$ cat src/hw/rtl/source_comment_stripper_unit_defines.svh
// Assertion macros for the comment stripper.
// Included by source_comment_stripper_unit; no other dependencies.
`ifndef SOURCE_COMMENT_STRIPPER_UNIT_DEFINES_SVH
`define SOURCE_COMMENT_STRIPPER_UNIT_DEFINES_SVH

`ifndef ASSERT_OFF

// Antecedent holds, consequent holds in the same cycle.
`define SCS_ASSERT_SAME(label, clk, rst_n, ante, cons) \
	label: assert property (@(posedge clk) disable iff (!rst_n) (ante) |-> (cons)) \
		else $error("scs assertion failed");

// Antecedent holds, consequent holds in the next cycle.
`define SCS_ASSERT_NEXT(label, clk, rst_n, ante, cons) \
	label: assert property (@(posedge clk) disable iff (!rst_n) (ante) |=> (cons)) \
		else $error("scs assertion failed");

`else

`define SCS_ASSERT_SAME(label, clk, rst_n, ante, cons)
`define SCS_ASSERT_NEXT(label, clk, rst_n, ante, cons)

`endif

`endif

$ cat src/hw/rtl/scs_pkg.sv
// Shared types and constants of the comment stripper.
// No dependencies; used by every module of the block.
`default_nettype none

package scs_pkg;

	localparam int LINE_COUNT_BITS = 16;
	localparam int LINE_NUM_W      = 16;
	localparam int MAX_RES         = 3;

	localparam logic [LINE_COUNT_BITS-1:0] LINE_ONE = LINE_COUNT_BITS'(1);

	localparam logic [7:0] CH_QUOTE  = 8'h22;
	localparam logic [7:0] CH_SLASH  = 8'h2F;
	localparam logic [7:0] CH_STAR   = 8'h2A;
	localparam logic [7:0] CH_HASH   = 8'h23;
	localparam logic [7:0] CH_BSLASH = 8'h5C;
	localparam logic [7:0] CH_SPACE  = 8'h20;

	typedef struct packed {
		logic                       held_bs;
		logic                       pend_v;
		logic [7:0]                 pend_b;
		logic                       in_blk;
		logic                       in_str;
		logic                       skip;
		logic                       kept_any;
		logic [LINE_COUNT_BITS-1:0] line_cnt;
	} state_t;

	typedef struct packed {
		logic [7:0]            data;
		logic                  line_end;
		logic [LINE_NUM_W-1:0] line_num;
	} res_t;

	typedef res_t [MAX_RES-1:0] res_arr_t;

endpackage

`default_nettype wire

$ cat src/hw/rtl/scs_step.sv
// Next-state and result logic for one request of the comment stripper.
// Depends on scs_pkg.
`default_nettype none

module scs_step (
	input  wire scs_pkg::state_t   state,
	input  wire logic [7:0]        byte_in,
	input  wire logic              is_line_end,
	output scs_pkg::state_t        state_nxt,
	output logic [1:0]             res_n,
	output scs_pkg::res_arr_t      res
);

	typedef struct packed {
		scs_pkg::state_t   st;
		logic [1:0]        n;
		scs_pkg::res_arr_t r;
	} work_t;

	function automatic work_t put_res(input work_t w, input logic [7:0] b, input logic le);
		if (w.n != 2'd3) begin
			w.r[w.n].data     = b;
			w.r[w.n].line_end = le;
			w.r[w.n].line_num = le ? scs_pkg::LINE_NUM_W'(w.st.line_cnt) : '0;
			w.n               = w.n + 2'd1;
		end
		return w;
	endfunction

	function automatic work_t keep(input work_t w, input logic [7:0] b);
		w             = put_res(w, b, 1'b0);
		w.st.kept_any = 1'b1;
		return w;
	endfunction

	// Judge ch against its lookahead; used is set when nxt is swallowed.
	function automatic work_t judge(input work_t w, input logic [7:0] ch,
			input logic [7:0] nxt, output logic used);
		used = 1'b0;
		if (w.st.in_blk) begin
			if (ch == scs_pkg::CH_STAR && nxt == scs_pkg::CH_SLASH) begin
				w.st.in_blk = 1'b0;
				used        = 1'b1;
			end
		end else begin
			if (ch == scs_pkg::CH_QUOTE)
				w.st.in_str = !w.st.in_str;
			if (ch == scs_pkg::CH_SLASH && !w.st.in_str && nxt == scs_pkg::CH_SLASH) begin
				w.st.skip = 1'b1;
			end else if (ch == scs_pkg::CH_SLASH && !w.st.in_str
					&& nxt == scs_pkg::CH_STAR) begin
				w.st.in_blk = 1'b1;
			end else if (ch == scs_pkg::CH_HASH) begin
				w.st.skip = 1'b1;
			end else begin
				w = keep(w, ch);
				if (ch == scs_pkg::CH_BSLASH) begin
					w    = keep(w, nxt);
					used = 1'b1;
				end
			end
		end
		return w;
	endfunction

	function automatic work_t feed(input work_t w, input logic [7:0] c);
		logic [7:0] p;
		logic       used;
		if (!w.st.skip) begin
			if (!w.st.pend_v) begin
				w.st.pend_b = c;
				w.st.pend_v = 1'b1;
			end else begin
				p           = w.st.pend_b;
				w.st.pend_v = 1'b0;
				w           = judge(w, p, c, used);
				if (!used && !w.st.skip) begin
					w.st.pend_b = c;
					w.st.pend_v = 1'b1;
				end
			end
		end
		return w;
	endfunction

	function automatic work_t close_line(input work_t w);
		logic used;
		if (w.st.pend_v && !w.st.skip)
			w = judge(w, w.st.pend_b, scs_pkg::CH_SPACE, used);
		if (w.st.kept_any)
			w = put_res(w, 8'h00, 1'b1);
		w.st.pend_v   = 1'b0;
		w.st.pend_b   = 8'h00;
		w.st.in_str   = 1'b0;
		w.st.skip     = 1'b0;
		w.st.kept_any = 1'b0;
		return w;
	endfunction

	work_t w;

	always_comb begin
		w.st = state;
		w.n  = 2'd0;
		w.r  = '0;
		if (is_line_end) begin
			w.st.line_cnt = w.st.line_cnt + scs_pkg::LINE_ONE;
			// a trailing backslash joins this line to the next
			if (w.st.held_bs)
				w.st.held_bs = 1'b0;
			else
				w = close_line(w);
		end else begin
			if (w.st.held_bs) begin
				w            = feed(w, scs_pkg::CH_BSLASH);
				w.st.held_bs = 1'b0;
			end
			if (byte_in == scs_pkg::CH_BSLASH)
				w.st.held_bs = 1'b1;
			else
				w = feed(w, byte_in);
		end
	end

	assign state_nxt = w.st;
	assign res_n     = w.n;
	assign res       = w.r;

endmodule

`default_nettype wire

$ cat src/hw/rtl/scs_run_buf.sv
// Result register of the comment stripper: holds the run of up to three
// results of one request and hands them out one per cycle unless stalled. Depends on scs_pkg.
`default_nettype none

module scs_run_buf (
	input  wire logic                          clk,
	input  wire logic                          arst_n,
	input  wire logic                          load,
	input  wire logic [1:0]                    load_n,
	input  wire scs_pkg::res_arr_t             load_res,
	output logic                               free,
	output logic                               strip_valid,
	input  wire logic                          strip_stall,
	output logic [7:0]                         out_byte,
	output logic                               out_line_end,
	output logic [scs_pkg::LINE_NUM_W-1:0]     line_number,
	output logic                               last_of_run
);

	scs_pkg::res_arr_t slot_q;
	logic [1:0]        cnt_q;
	logic              pop;

	assign pop  = strip_valid && !strip_stall;
	assign free = (cnt_q == 2'd0) || (pop && cnt_q == 2'd1);

	always_ff @(posedge clk or negedge arst_n) begin
		if (!arst_n) begin
			cnt_q <= 2'd0;
		end else if (load) begin
			cnt_q <= load_n;
		end else if (pop) begin
			cnt_q <= cnt_q - 2'd1;
		end
	end

	// advance the run towards slot 0
	always_ff @(posedge clk) begin
		if (load) begin
			slot_q <= load_res;
		end else if (pop) begin
			slot_q[0] <= slot_q[1];
			slot_q[1] <= slot_q[2];
		end
	end

	assign strip_valid  = (cnt_q != 2'd0);
	assign out_byte     = slot_q[0].data;
	assign out_line_end = slot_q[0].line_end;
	assign line_number  = slot_q[0].line_num;
	assign last_of_run  = (cnt_q == 2'd1);

endmodule

`default_nettype wire

$ cat src/hw/rtl/source_comment_stripper_unit.sv
// Comment stripper top level: input register, step logic, result register.
// Depends on scs_pkg, scs_step, scs_run_buf and the assertion macro header.
`default_nettype none

`include "source_comment_stripper_unit_defines.svh"

// Strips C-style comments from a text stream taken one request per byte, with a
// separate request marking each physical line end. A backslash last on a line
// joins it to the next; block comments span lines; line comments are dropped
// outside double-quoted strings; a hash drops the rest of the logical line. Each
// kept byte leaves as one result, and a logical line that kept any byte is closed
// by a line-end result carrying the physical line count. One request is taken per
// cycle while text_stall is low; a request yields zero to three results, and the
// single result register hands them out one per cycle unless strip_stall is high,
// so a request with results waits while an earlier run is still draining. Requests
// pass through the input register, then the result register.
module source_comment_stripper_unit (
	input  wire logic                          clk,
	input  wire logic                          arst_n,
	input  wire logic                          text_valid,
	output logic                               text_stall,
	input  wire logic [7:0]                    byte_in,
	input  wire logic                          is_line_end,
	output logic                               strip_valid,
	input  wire logic                          strip_stall,
	output logic [7:0]                         out_byte,
	output logic                               out_line_end,
	output logic [scs_pkg::LINE_NUM_W-1:0]     line_number,
	output logic                               last_of_run
);

	// input register
	logic       valid_s1;
	logic [7:0] byte_s1;
	logic       le_s1;

	// scanner state: lookahead byte, comment and string flags, line counter
	scs_pkg::state_t state_q;
	scs_pkg::state_t state_nxt;

	logic [1:0]        res_n;
	scs_pkg::res_arr_t res;
	logic              run_free;
	logic              process;

	scs_step u_step (
		.state       (state_q),
		.byte_in     (byte_s1),
		.is_line_end (le_s1),
		.state_nxt   (state_nxt),
		.res_n       (res_n),
		.res         (res)
	);

	// A request that yields nothing never waits on the result register.
	assign process    = valid_s1 && ((res_n == 2'd0) || run_free);
	assign text_stall = valid_s1 && !process;

	always_ff @(posedge clk or negedge arst_n) begin
		if (!arst_n) begin
			valid_s1 <= 1'b0;
		end else if (!text_stall) begin
			valid_s1 <= text_valid;
		end
	end

	// hold the payload while stalled
	always_ff @(posedge clk) begin
		if (!text_stall && text_valid) begin
			byte_s1 <= byte_in;
			le_s1   <= is_line_end;
		end
	end

	always_ff @(posedge clk or negedge arst_n) begin
		if (!arst_n) begin
			state_q <= '0;
		end else if (process) begin
			state_q <= state_nxt;
		end
	end

	scs_run_buf u_run_buf (
		.clk          (clk),
		.arst_n       (arst_n),
		.load         (process && res_n != 2'd0),
		.load_n       (res_n),
		.load_res     (res),
		.free         (run_free),
		.strip_valid  (strip_valid),
		.strip_stall  (strip_stall),
		.out_byte     (out_byte),
		.out_line_end (out_line_end),
		.line_number  (line_number),
		.last_of_run  (last_of_run)
	);

	// A line-end result always closes its run and carries no text byte.
	`SCS_ASSERT_SAME(a_le_last, clk, arst_n, strip_valid && out_line_end, last_of_run)
	`SCS_ASSERT_SAME(a_le_zero, clk, arst_n, strip_valid && out_line_end, out_byte == 8'h00)
	// Every processed line-end request advances the physical line count by one.
	`SCS_ASSERT_NEXT(a_cnt_inc, clk, arst_n, process && le_s1, state_q.line_cnt == ($past(state_q.line_cnt) + scs_pkg::LINE_ONE))

endmodule

`default_nettype wire

$ cat config.mk
export PLATFORM = sky130hd
export DESIGN_NAME = source_comment_stripper_unit
export DESIGN_NICKNAME = d
export VERILOG_FILES = /design/src/hw/rtl/scs_pkg.sv /design/src/hw/rtl/scs_step.sv /design/src/hw/rtl/scs_run_buf.sv /design/src/hw/rtl/source_comment_stripper_unit.sv
export VERILOG_INCLUDE_DIRS = /design/src /design/src/hw/rtl
export SDC_FILE = /design/constraint.sdc
export NUM_CORES = 1
export LEC_CHECK = 0
export ABC_CLOCK_PERIOD_IN_PS = 4580
export CORE_MARGIN = 2
export CORE_UTILIZATION = 35
export DETAILED_ROUTE_END_ITERATION = 10
export DONT_BUFFER_PORTS = 1
export HOLD_SLACK_MARGIN = 0.03
export PLACE_DENSITY_LB_ADDON = 0.3
export REMOVE_ABC_BUFFERS = 1
export SYNTH_ARGS = -nofsm -noshare
export SYNTH_HDL_FRONTEND = slang
export SYNTH_HIERARCHICAL = 1
export SYNTH_SLANG_ARGS = --single-unit
$ cat constraint.sdc
create_clock -name clk -period 4.58 [get_ports clk]
set_clock_uncertainty 0.05 [all_clocks]
set_input_delay 1.374 -clock clk [delete_from_list [all_inputs] [get_ports clk]]
set_output_delay 1.374 -clock clk [all_outputs]
set_load 0.1 [all_outputs]
# Word-level counts from Yosys, hierarchy flattened

Index checks and enable logic that the tools add are counted.

Register bits after elaboration: 117
Bits of input ports: 13
Output and inout port bits: 28
Logic and storage cells: 259

$add $sub $neg: 7
Magnitude comparators: 10
Eq/ne operators: 18
Multiplexer cells: 166
Reductions and logical operators: 37

Operator list:

| cell                    | count |
|---|---|
| $mux W77                | 17 |
| $mux W96                | 12 |
| $bwmux W75              | 15 |
| $mux W107               | 9 |
| $demux W25 S2           | 15 |
| $mux W97                | 5 |
| $mux W106               | 4 |
| $mux W94                | 4 |
| $mux W25                | 14 |
| $mux W50                | 2 |
| $mux W12                | 8 |
| $mux W17                | 5 |
| $mux W16                | 5 |
| $eq A8 B6 Y1 const B    | 8 |
| $mux W9                 | 4 |
| $mux W1                 | 34 |
| $eq A8 B7 Y1 const B    | 3 |
| $mux W2                 | 11 |
| $mux W10                | 2 |
| $logic_and A1 B1 Y1     | 18 |
| $add A16 B1 Y16 const B | 1 |
| $lt A2 B3 Y1 const B    | 5 |
| $ne A2 B2 Y1 const B    | 6 |
| $logic_not A1 Y1        | 11 |
| 8 further kinds         | 20 |

# Longest topological paths before layout

Gate-level depths: netlist of the first run.

Word-level depth: 83
Depth in mapped cells: 15
Mapped depth without buffers: 11

# Modules after synthesis

Netlist of the first run, hierarchy kept.

Modules (own cells, without submodules):

| module                       | times used | cells an instance | area an instance (um^2) | seq. area each (um^2) |
|---|---|---|---|---|
| scs_run_buf                  | 1          | 173               | 3437.0                  | 2302.2 |
| scs_step                     | 1          | 313               | 1780.5                  | 0.0 |
| source_comment_stripper_unit | 1          | 81                | 1571.5                  | 1046.0 |

# Least setup slack after synthesis of the first run

No wires, ideal clock.

Path type: register to register
Start: register state_q[22] in the netlist's numbering
End: register u_run_buf.slot_q (netlist bit u_run_buf/line_number[0]) (enable)
Setup time: 386 ps
Arrival: 4298 ps
Required time: 4144 ps
Setup slack: -154 ps
Cell stages (with the launch flop): 14
Path buffers: 3
Clock period less this slack: 4734 ps
Cell sequence: dfrtp_1 buf_4 nor4b_1 a211oi_1 nor2_1 a211o_1 nand3b_2 nand2_1 o2bb2ai_1 o21ai_0 nor2_1 buf_6 buf_8 or2_2

Cells in the longest elaborated chain, start to end: 48
Elaborated cells on any way between the ends: 93
Classes of those cells: add/sub: 3; eq/ne: 10; mux: 66; reduce/logical: 14

Ends and longest elaborated chain:

| what                                    | RTL line                           | text |
|---|---|---|
| start, declared                         | source_comment_stripper_unit.sv:38 | `scs_pkg::state_t state_q;` |
| start signal, assigned                  | source_comment_stripper_unit.sv:79 | `state_q <= state_nxt;` |
| $eq A8 B7 Y1                            | scs_step.sv:57                     | `if (ch == scs_pkg::CH_BSLASH) begin` |
| $mux W77                                | scs_step.sv:57                     |  |
| $mux W94                                | scs_step.sv:53                     | `end else if (ch == scs_pkg::CH_HASH) begin` |
| $mux W97                                | scs_step.sv:40                     | `if (w.st.in_blk) begin` |
| $mux W107                               | scs_step.sv:70                     | `if (!w.st.pend_v) begin` |
| $mux W107                               | scs_step.sv:69                     | `if (!w.st.skip) begin` |
| $mux W107                               | scs_step.sv:114                    | `if (w.st.held_bs) begin` |
| $mux W107                               | scs_step.sv:106                    | `if (is_line_end) begin` |
| [... 33 more ...]                       | --                                 |  |
| $mux W106                               | scs_step.sv:118                    | `if (byte_in == scs_pkg::CH_BSLASH)` |
| $mux W107 (*)                           | scs_step.sv:106                    |  |
| named net res_n[0]                      | source_comment_stripper_unit.sv:41 | `logic [1:0] res_n;` |
| $logic_not A2 Y1                        | source_comment_stripper_unit.sv:56 | `assign process = valid_s1 && ((res_n == 2'd0) \|\| run_free);` |
| $logic_or A1 B1 Y1                      | source_comment_stripper_unit.sv:56 |  |
| $logic_and A1 B1 Y1                     | source_comment_stripper_unit.sv:56 |  |
| $logic_and A1 B1 Y1 (*)                 | source_comment_stripper_unit.sv:86 | `.load (process && res_n != 2'd0),` |
| $reduce_bool A2 Y1 (no source line) (*) | --                                 |  |
| end signal, assigned                    | scs_run_buf.sv:40                  | `slot_q <= load_res;` |
| end, declared                           | scs_run_buf.sv:20                  | `scs_pkg::res_arr_t slot_q;` |

The timed path passes the listed nets; every way through them passes the cells marked *. The select of a mux whose other input is x is not followed.
A chain may end at the register's enable or synchronous reset.

# Worst setup path after layout of the first run

Start: register state_q[25] in the netlist's numbering
End: output port text_stall

Cells in the longest elaborated chain, start to end: 48
Elaborated cells on any way between the ends: 92
Classes of those cells: add/sub: 3; eq/ne: 10; mux: 66; reduce/logical: 13

Ends and longest elaborated chain:

| what                    | RTL line                           | text |
|---|---|---|
| $eq A8 B7 Y1            | scs_step.sv:57                     |  |
| $mux W77                | scs_step.sv:57                     |  |
| $mux W94                | scs_step.sv:53                     |  |
| $mux W97                | scs_step.sv:40                     |  |
| $mux W107               | scs_step.sv:70                     |  |
| $mux W107               | scs_step.sv:69                     |  |
| $mux W107               | scs_step.sv:114                    |  |
| $mux W107               | scs_step.sv:106                    |  |
| [... 33 more ...]       | --                                 |  |
| $mux W106               | scs_step.sv:118                    |  |
| $mux W107 (*)           | scs_step.sv:106                    |  |
| named net res_n[0]      | source_comment_stripper_unit.sv:41 |  |
| $logic_not A2 Y1 (*)    | source_comment_stripper_unit.sv:56 |  |
| $logic_or A1 B1 Y1 (*)  | source_comment_stripper_unit.sv:56 |  |
| $logic_and A1 B1 Y1 (*) | source_comment_stripper_unit.sv:56 |  |
| $logic_not A1 Y1 (*)    | source_comment_stripper_unit.sv:57 | `assign text_stall = valid_s1 && !process;` |
| $logic_and A1 B1 Y1 (*) | source_comment_stripper_unit.sv:57 |  |
| end, declared           | source_comment_stripper_unit.sv:21 | `output logic text_stall,` |

Marks and branches as above.

==> impl_metrics.py, run 1 <==
metrics = {
    "final_layout": {
        "multiInputGateArea_um2": 3065,
        "drive_above_1_share_pct": 28.67,
        "regArea_um2": 3352,
        "final_common_cell": "edfxtp_1",
        "diodes": 0,
        "fin_cells": 839,
        "fill_cells": 1842,
        "area_growth_pct": 12.72,
        "layout_common_cells": "edfxtp_1 (84), mux2_4 (77), nor2_1 (72)",
        "finalNetCount": 582,
    },
    "logic_synthesis": {
        "syn_inst": 567,
        "async_flop_share_pct": 28.21,
        "synth.distinct_cells": 67,
        "ys_warn_count": 6,
        "ys_seq_elements": 117,
        "synth-main-ff-cell": "edfxtp_1",
        "avgSynthCellArea_um2": 11.97,
        "mappedNetlistArea_um2": 6789,
        "synth-edff-count": 84,
        "synth-seq-area-share_pct": 49.32,
    },
    "pwr": {
        "pwr-share-clk_pct": 22.9,
        "p_int_mw": 3.414,
        "swShare_pct": 42.61,
        "p_sw_mw": 2.535,
        "seq_power_share_pct": 46.9,
        "peakVddDrop_uv": 518.7,
        "power_frac_comb_pct": 30.2,
        "power_density_nw_per_um2": 777.4,
        "leakagePower_nw": 2.954,
        "power_mw": 5.949,
    },
    "floorplanning": {
        "start_util_pct": 35.93,
        "die_x_um": 143.3,
        "boundaryPins": 41,
        "die_area_um2": 20530,
        "placementRows": 50,
        "core_area_um2": 18890,
        "dieHeight_um": 143.3,
    },
    "setup_path": {
        "crit_chain": "nand2b_1, or4_4, a211o_1, a211o_1, nand3b_2, nand2_1, o2bb2ai_2, o21ai_2, nor2_2, buf_12",
        "worstPathRequired_ns": 3.16,
        "start_kind": "flop",
        "cp-end-kind": "output port",
        "cp_max_fo": 7,
        "critPathMaxStageDelay_ns": 0.57,
        "cp_common_cell": "a211o_1",
        "critical_path_class": "reg -> out",
        "cp.arrival_ns": 3.03,
        "cpMaxStageDelayCell": "or4_4",
    },
    "timing": {
        "setup_ws_ns": 0.1275,
        "drv_slew": 0,
        "worst_pin_slew_ns": 0.9003,
        "max_freq_ghz": 0.2246,
        "fin_hold_ws_ns": 0.4646,
        "hold_viol": 0,
        "setup_violations": 0,
        "post-route-period-util_pct": 97.22,
        "slew_headroom_pct": 40.10,
        "fin_crit_ns": 4.452,
    },
    "global_routing": {
        "top_usage_layer": "met2",
        "grt_first_pass_wirelength_mm": 24.86,
        "grt_pass1_vias": 4476,
        "use_met1_pct": 20.47,
        "gr-usage-met3_pct": 4.192,
        "antenna_found_initial": 0,
        "grt-ovfl-total": 0,
        "grt_max_degree": 55,
        "grt_util_all_layers_pct": 15.91,
        "met2_usage_pct": 25.61,
    },
    "clocking": {
        "cts_tree": "yes",
        "cts_hold_buf": 0,
        "cts-root-buf": "clkbuf_16",
        "numCtsBuffers": 17,
        "clk_pin_slew_ns": 0.06,
        "htreeDepth": 4,
        "clock_sinks": 117,
        "clkLatencyLatePin_ns": 0.41,
        "cts_buffer_depth": 2,
    },
    "placed_design": {
        "port_buffers": 0,
        "place_ws_ns": 0.2775,
        "dp_hpwl_mm": 10.40,
        "dp_cells": 802,
        "gp_congestion": 0.8621,
    },
    "routing": {
        "avgRoutedWirePerCell_um": 18.31,
        "drtIter0Drc": 229,
        "drt-total-wl_mm": 15.36,
        "ant_nets": 0,
        "avgViaCountPerCell": 5.110,
        "num_vias": 4287,
        "drc_errors": 0,
        "drt_first_pass_iters": 4,
    },
    "status": {
        "outcome": "finished, final reports clean",
    },
    "worst_hold_path": {
        "hp-class": "reg -> reg",
    },
    "flow_run": {
        "max_cap_viol_count": 0,
    },
}
synth_stat cells (3+ instances only):
master / n / area (um^2)
nor4bb_1: 4 / 40.04
edfxtp_1: 84 / 2522
a22oi_1: 5 / 37.54
nor2_1: 75 / 281.5
nand3_1: 11 / 55.05
buf_12: 4 / 80.08
nand4_1: 6 / 37.54
buf_6: 4 / 45.04
buf_1: 3 / 11.26
nor3_1: 6 / 30.03
mux2_4: 77 / 1156
dfrtp_1: 33 / 825.8
o21a_1: 7 / 52.55
buf_4: 25 / 187.7
o22ai_1: 5 / 31.28
nor4_1: 4 / 25.02
xnor2_1: 19 / 166.4
nand2b_1: 5 / 31.28
o311ai_0: 3 / 26.28
nand2_1: 45 / 168.9
nand4b_1: 3 / 26.28
mux2_2: 4 / 45.04
xor2_1: 7 / 61.31
a21o_1: 4 / 30.03
and3_1: 9 / 56.30
nor2b_1: 5 / 31.28
clkbuf_1: 8 / 30.03
a32o_1: 4 / 40.04
and2_1: 8 / 50.05
inv_1: 16 / 60.06
o21ai_0: 11 / 55.05
a21oi_1: 16 / 80.08
ha_1: 3 / 37.54
power groups by stage:
stage / Clock, mW / Sequential, mW / Combinational (mW)
after floorplan: 0 / 2.75 / 1.42
after CTS: 1.40 / 2.79 / 1.79
after global placement: 0 / 2.78 / 1.75
after detailed placement: 0 / 2.80 / 1.78
final: 1.36 / 2.79 / 1.80
after global routing: 1.45 / 2.85 / 1.94
final cells by class:
cell class,instances,area share (%)
sequential,117,43.80
multi-input combinational,385,40.06
clock buffer,17,5.559
tap,260,4.251
timing repair buffer,27,3.139
clock inverter,15,2.305
inverter,18,0.8829
timing repair:
action                                  CTS  global route
endpoints found under the hold margin     0             0
setup buffers                             0             5
pin swaps                                 0             3
gates resized for setup                   3            10
endpoints found under the setup margin    1             1
final timing paths:
check	cells past startpoint	slack, ns	start	to
min in group asynchronous	0	0.61	arst_n	u_run_buf/cnt_q[0]$_DFFE_PN0P_
hold / removal	1	0.46	state_q[7]$_DFFE_PN0P_	state_q[7]$_DFFE_PN0P_
setup / recovery	10	0.13	state_q[25]$_DFFE_PN0P_	text_stall
setup reg to reg	13	0.94	byte_s1[6]$_DFFE_PP_	u_run_buf/slot_q[34]$_DFFE_PP_
hold reg to reg	1	0.46	state_q[7]$_DFFE_PN0P_	state_q[7]$_DFFE_PN0P_
max in group asynchronous	0	3.77	arst_n	state_q[25]$_DFFE_PN0P_
critical path, delay by kind of cell (launching register included):
| family | cells | cell delay (ns) |
|---|---|---|
| and+or+nand+nor | 5 | 0.99 |
| DFF | 1 | 0.44 |
| AOI/OAI and AO/OA | 4 | 0.99 |
| buffers and inverters | 1 | 0.20 |
routing by layer:
| layer | routed length [um] | share of wire, % | vias to the layer above |
|---|---|---|---|
| met5 | 0 | 0 | - |
| met4 | 216 | 1.4 | 0 |
| met3 | 456 | 3.0 | 20 |
| met2 | 7391 | 48 | 90 |
| met1 | 7293 | 47 | 2137 |
| li1 | - | - | 2040 |
registers in the layout, indices dropped and copies added, names as in the netlist:
name                    flops
byte_s1                     8
le_s1                       1
state_q                    30
u_run_buf/cnt_q             2
u_run_buf/line_number      16
u_run_buf/out_byte          8
u_run_buf/out_line_end      1
u_run_buf/slot_q           50
valid_s1                    1
kinds of logic after synthesis:
logic type	after synthesis	synth area share (%)
AOI/OAI and AO/OA	76	7.907
xor gates and xnor gates	26	3.354
adders and majority gates	3	0.5530
buffers and inverters	65	6.579
DFF	117	49.32
muxes	81	17.69
and+or+nand+nor	199	14.60
metrics by stage:
step                      utilization [%]  instance area (um^2)   TNS [ns]
after floorplan                         -                  6410    -384.70
after global placement              36.85                  6962          0
after detailed placement            36.85                  6962          0
after CTS                           40.07                  7570          0
after global routing                40.50                  7652  -0.004175
final                               40.50                  7652          0
Note: power is estimated with default switching activity, not from simulation.
==> run 2: changes to the inputs <==
--- a/config.mk
+++ b/config.mk
@@ -8,7 +8,8 @@
 export LEC_CHECK = 0
 export ABC_CLOCK_PERIOD_IN_PS = 4580
 export CORE_MARGIN = 2
-export CORE_UTILIZATION = 35
+export CORE_UTILIZATION = 23
+export CTS_BUF_LIST = sky130_fd_sc_hd__clkbuf_4 sky130_fd_sc_hd__clkbuf_8
 export DETAILED_ROUTE_END_ITERATION = 10
 export DONT_BUFFER_PORTS = 1
 export HOLD_SLACK_MARGIN = 0.03
==> run 2 against run 1 <==
Worst hold slack improved by 0.0098 ns. Final cell count grew 15%. Total power is 6.1% lower. Die area increased by 51%. Non-clock buffer count grew 4. First-iteration DRC count increased by 59%. Worst setup slack worse by 0.031 ns. Sequential power is essentially flat. Routed wire length shrank 0.11%. Utilization shrank 14 points. Critical path depth is 1 higher. Fmax decreased by 0.70%. Largest cell class unchanged.
==> impl_metrics.py, run 2 (synthesized netlist as in run 1, its figures left out) <==
metrics = {
    "final_layout": {
        "fill_cells": 3052,
        "fin_cells": 967,
        "largest-register": "u_run_buf/slot_q",
        "multiInputGateArea_um2": 3098,
        "diodes": 0,
        "finalNetCount": 586,
        "layout_common_cells": "edfxtp_1 (84), mux2_4 (77), nor2_1 (73)",
        "regArea_um2": 3356,
        "area_growth_pct": 12.90,
        "final_common_cell": "edfxtp_1",
        "fin_util_pct": 26.56,
        "largest_reg_flops": 50,
        "drive_above_1_share_pct": 30.02,
    },
    "setup_path": {
        "timing.critical_path.to": "text_stall",
        "critical_path_class": "reg -> out",
        "worstPathRequired_ns": 3.16,
        "r2r-end": "u_run_buf/slot_q[44]$_DFFE_PP_",
        "reg2reg_depth": 12,
        "cp_max_fo": 4,
        "start_kind": "flop",
        "rr_startpoint": "state_q[25]$_DFFE_PN0P_",
        "cp.arrival_ns": 3.06,
        "cp-end-kind": "output port",
        "crit_path_start": "state_q[25]$_DFFE_PN0P_",
        "reg2reg_slack_ns": 1.10,
    },
    "routing": {
        "num_vias": 4321,
        "drt-total-wl_mm": 15.34,
        "avgRoutedWirePerCell_um": 15.86,
        "drtIter0Drc": 363,
        "avgViaCountPerCell": 4.468,
        "ant_nets": 0,
        "drc_errors": 0,
        "drt_first_pass_iters": 5,
    },
    "placed_design": {
        "dp_hpwl_mm": 10.33,
        "gp_congestion": 0.8878,
        "dp_cells": 925,
        "port_buffers": 0,
    },
    "global_routing": {
        "grt_util_all_layers_pct": 10.12,
        "grt_max_degree": 51,
        "grt_first_pass_wirelength_mm": 23.90,
        "grt-ovfl-total": 0,
        "grt_pass1_vias": 4218,
        "antenna_found_initial": 0,
    },
    "timing": {
        "worst_pin_slew_ns": 0.9182,
        "max_freq_ghz": 0.2230,
        "post-route-period-util_pct": 97.90,
        "slew_headroom_pct": 38.92,
        "fin_crit_ns": 4.484,
        "hold_viol": 0,
        "drv_slew": 0,
        "setup_violations": 0,
        "tns_ns": 0,
    },
    "floorplanning": {
        "placementRows": 62,
        "boundaryPins": 41,
        "core_area_um2": 28860,
        "start_util_pct": 23.53,
        "die_x_um": 175.8,
        "dieHeight_um": 175.8,
        "die_area_um2": 30910,
    },
    "pwr": {
        "leakagePower_nw": 2.890,
        "power_density_nw_per_um2": 728.7,
        "peakVddDrop_uv": 380.7,
        "power_mw": 5.585,
    },
    "worst_hold_path": {
        "hold_start": "state_q[7]$_DFFE_PN0P_",
        "hp-class": "reg -> reg",
    },
    "status": {
        "outcome": "finished, final reports clean",
    },
    "flow_run": {
        "max_cap_viol_count": 0,
    },
    "clocking": {
        "clkLatencyLatePin_ns": 0.45,
        "htreeDepth": 4,
        "clock_sinks": 117,
        "cts-root-buf": "clkbuf_8",
        "cts_tree": "yes",
        "clk_pin_slew_ns": 0.09,
        "numCtsBuffers": 17,
        "cts_buffer_depth": 2,
    },
}
-- run 2: how the worst min path moves through the flow --
| stage | endpoint | slack (ns) | cells after the start |
|---|---|---|---|
| after floorplan | state_q[7]$_DFFE_PN0P_ | 0.43 | 1 |
| after global placement | state_q[7]$_DFFE_PN0P_ | 0.45 | 1 |
| after detailed placement | state_q[7]$_DFFE_PN0P_ | 0.45 | 1 |
| after CTS | state_q[7]$_DFFE_PN0P_ | 0.48 | 1 |
| after global routing | state_q[7]$_DFFE_PN0P_ | 0.49 | 1 |
| final | state_q[7]$_DFFE_PN0P_ | 0.47 | 1 |
-- run 2: final cells by class --
cell class,instances,area share [%]
Clock buffer,17,3.053
Multi-Input combinational cell,385,40.42
Tap cell,384,6.268
Timing Repair Buffer,31,3.624
Clock inverter,15,1.975
Inverter,18,0.8815
Sequential cell,117,43.78
-- run 2: timing repair --
item / 4_1_cts / 5_1_grt
hold buffers: 0 / 0
endpoints found under the setup margin: 1 / 1
setup buffers: 3 / 7
pin swaps: 1 / 6
gates resized for setup: 6 / 19
-- run 2: report_power, final --
group | internal [mW] | switching [mW]
clock | 0.405 | 0.529
combinational | 0.907 | 0.957
sequential | 1.69 | 1.10
-- run 2: routing by layer --
metal,up-vias,routed length [um],global-route usage [%],part of all wire [%]
met5,-,0,0,0
met4,0,156,2.720,1.0
met3,11,763,3.095,5.0
met2,125,7079,15.58,46
met1,2127,7341,13.76,48
li1,2058,-,-,-
-- run 2: per-stage QoR --
stage	instance area [um^2]	setup slack [ns]	hold WS, ns
2_1_floorplan	6410	-3.526	0.4314
6_report	7665	0.09611	0.4745
4_1_cts	7535	0.02297	0.4779
3_5_place_dp	7109	0.3625	0.4463
5_1_grt	7665	-0.01582	0.4942
3_3_place_gp	7109	0.3420	0.4470
-- run 2: critical path, stage by stage, from the launching register on --
cell and delay (ns):
dfrtp_1 0.42, nand2b_1 0.19, or4_4 0.53, a211o_1 0.30, a211o_1 0.36, nand3b_4 0.11, nand2_4 0.05, o2bb2ai_4 0.12
o21ai_2 0.15, buf_6 0.12, nor2_2 0.04, buf_12 0.19
==> run 3: changes to the inputs <==
--- a/config.mk
+++ b/config.mk
@@ -14,7 +14,6 @@
 export DONT_BUFFER_PORTS = 1
 export HOLD_SLACK_MARGIN = 0.03
 export PLACE_DENSITY_LB_ADDON = 0.3
-export REMOVE_ABC_BUFFERS = 1
 export SYNTH_ARGS = -nofsm -noshare
 export SYNTH_HDL_FRONTEND = slang
 export SYNTH_HIERARCHICAL = 1
==> run 3 against run 2 <==
Fmax rose by 1.4%. First-iteration DRC count rose by 3.0%. Worst hold slack got worse by 0.0012 ns. Via count rose by 1.0%. Clock power rose by 10%. Critical path type unchanged.
==> impl_metrics.py, run 3 (synthesized netlist as in run 1, its figures left out) <==
metrics = {
    "worst_hold_path": {
        "hp-class": "reg -> reg",
    },
    "timing": {
        "post-route-period-util_pct": 96.53,
        "hold_viol": 0,
        "max_freq_ghz": 0.2262,
        "slew_headroom_pct": 36.18,
        "fin_crit_ns": 4.421,
        "setup_ws_ns": 0.1589,
        "worst_pin_slew_ns": 0.9593,
        "tns_ns": 0,
        "setup_violations": 0,
        "drv_slew": 0,
    },
    "clocking": {
        "cts_tree": "yes",
        "cts-root-buf": "clkbuf_8",
        "clkLatencyLatePin_ns": 0.43,
        "cts_hold_buf": 0,
        "cts_buffer_depth": 2,
        "clock_sinks": 117,
        "clk_pin_slew_ns": 0.07,
        "htreeDepth": 4,
        "numCtsBuffers": 17,
    },
    "final_layout": {
        "finish.instance_area_um2": 7755,
        "fill_cells": 3011,
        "diodes": 0,
        "multiInputGateArea_um2": 3069,
        "largest-register": "u_run_buf/slot_q",
        "finalNetCount": 595,
        "regArea_um2": 3353,
        "final_common_cell": "edfxtp_1",
        "area_growth_pct": 14.23,
        "layout_common_cells": "edfxtp_1 (84), mux2_4 (77), nor2_1 (73)",
        "fin_util_pct": 26.87,
        "largest_reg_flops": 50,
        "drive_above_1_share_pct": 30.07,
    },
    "floorplanning": {
        "die_area_um2": 30910,
        "boundaryPins": 41,
        "die_x_um": 175.8,
        "start_util_pct": 23.53,
        "placementRows": 62,
        "dieHeight_um": 175.8,
        "core_area_um2": 28860,
    },
    "setup_path": {
        "rr_startpoint": "state_q[21]$_DFFE_PN0P_",
        "r2r-end": "u_run_buf/slot_q[45]$_DFFE_PP_",
        "crit_buf_inv": 1,
        "cpMaxStageDelayCell": "edfxtp_1",
        "crit_cells": 9,
        "start_kind": "flop",
        "critical_path_class": "reg -> out",
        "reg2reg_slack_ns": 1.05,
        "timing.critical_path.to": "text_stall",
        "cp-end-kind": "output port",
        "worstPathRequired_ns": 3.16,
        "critPathMaxStageDelay_ns": 0.53,
        "cp.arrival_ns": 3.00,
        "reg2reg_depth": 12,
        "crit_chain": "nor4bb_1, nand4b_1, nand2_1, a211oi_1, a31oi_1, o22ai_2, o21ai_2, nor2_2, buf_12",
        "cp_max_fo": 5,
        "crit_family": "simple AND/OR/NAND/NOR gates",
        "crit_path_start": "byte_s1[6]$_DFFE_PP_",
    },
    "global_routing": {
        "antenna_found_initial": 0,
        "grt-ovfl-total": 0,
        "grt_util_all_layers_pct": 10.89,
        "grt_pass1_vias": 4309,
        "grt_max_degree": 55,
        "grt_first_pass_wirelength_mm": 25.32,
    },
    "pwr": {
        "peakVddDrop_uv": 523.7,
        "leakagePower_nw": 2.945,
        "power_density_nw_per_um2": 737.7,
    },
    "routing": {
        "drtIter0Drc": 374,
        "num_vias": 4366,
        "ant_nets": 0,
        "drc_errors": 0,
        "drt_first_pass_iters": 4,
        "avgRoutedWirePerCell_um": 16.75,
        "avgViaCountPerCell": 4.473,
        "drt-total-wl_mm": 16.35,
    },
    "placed_design": {
        "port_buffers": 0,
        "dp_hpwl_mm": 11.08,
        "place_ws_ns": 0.3871,
        "placedInstanceArea_um2": 7226,
        "gp_congestion": 0.8649,
    },
    "logic_synthesis": {
        "syn_nets": 583,
    },
    "flow_run": {
        "max_cap_viol_count": 0,
    },
    "status": {
        "outcome": "finished, final reports clean",
    },
}
==> run 3: changes by cell type in the layout (fill, tap and decap cells not counted), moves of 3 or more <==
cell | previous run | this run
inv_6 | 7 | 0
inv_8 | 3 | 0
clkinv_2 | 0 | 5
bufinv_16 | 0 | 4
buf_4 | 26 | 35
==> run 3: final cells by class <==
type	instances	share of cell area [%]
Clock inverter	15	2.420
Timing Repair Buffer	40	4.679
Clock buffer	17	3.017
Inverter	18	0.8712
Sequential cell	117	43.24
Multi-Input combinational cell	385	39.58
Tap cell	384	6.196
==> run 3: routing by layer <==
metal	track usage [%]	vias up	share of wire, %
li1	-	2059	-
met1	15.01	2172	50
met2	16.47	117	45
met3	3.074	18	4.3
met4	3.444	0	1.3
met5	0	-	0
==> run 3: worst min path at each step <==
stage          depth (start not counted)                       to  slack (ns)               startpoint
2_1_floorplan                          1  state_q[29]$_DFFE_PN0P_        0.43  state_q[29]$_DFFE_PN0P_
3_3_place_gp                           1   state_q[7]$_DFFE_PN0P_        0.45   state_q[7]$_DFFE_PN0P_
3_5_place_dp                           1   state_q[7]$_DFFE_PN0P_        0.44   state_q[7]$_DFFE_PN0P_
4_1_cts                                1   state_q[7]$_DFFE_PN0P_        0.48   state_q[7]$_DFFE_PN0P_
5_1_grt                                1   state_q[7]$_DFFE_PN0P_        0.49   state_q[7]$_DFFE_PN0P_
6_report                               1   state_q[7]$_DFFE_PN0P_        0.47   state_q[7]$_DFFE_PN0P_
==> run 3: power by group <==
| part | switching [mW] | internal, mW | total, mW |
|---|---|---|---|
| clock | 0.441 | 0.585 | 1.03 |
| combinational | 0.999 | 0.926 | 1.93 |
| sequential | 1.09 | 1.68 | 2.77 |
==> run 3: stage by stage <==
step / hold WS (ns) / total power [mW] / instances
2_1_floorplan: 0.4259 / 4.335 / 567
3_3_place_gp: 0.4478 / 4.663 / 938
3_5_place_dp: 0.4418 / 4.663 / 938
4_1_cts: 0.4756 / 5.725 / 970
5_1_grt: 0.4933 / 5.993 / 976
6_report: 0.4732 / 5.720 / 976
==> run 3: repair_timing <==
item                                    4_1_cts  5_1_grt
setup buffers                                 0        6
gates resized for setup                       2       12
endpoints found under the setup margin        1        1
pin swaps                                     0        3
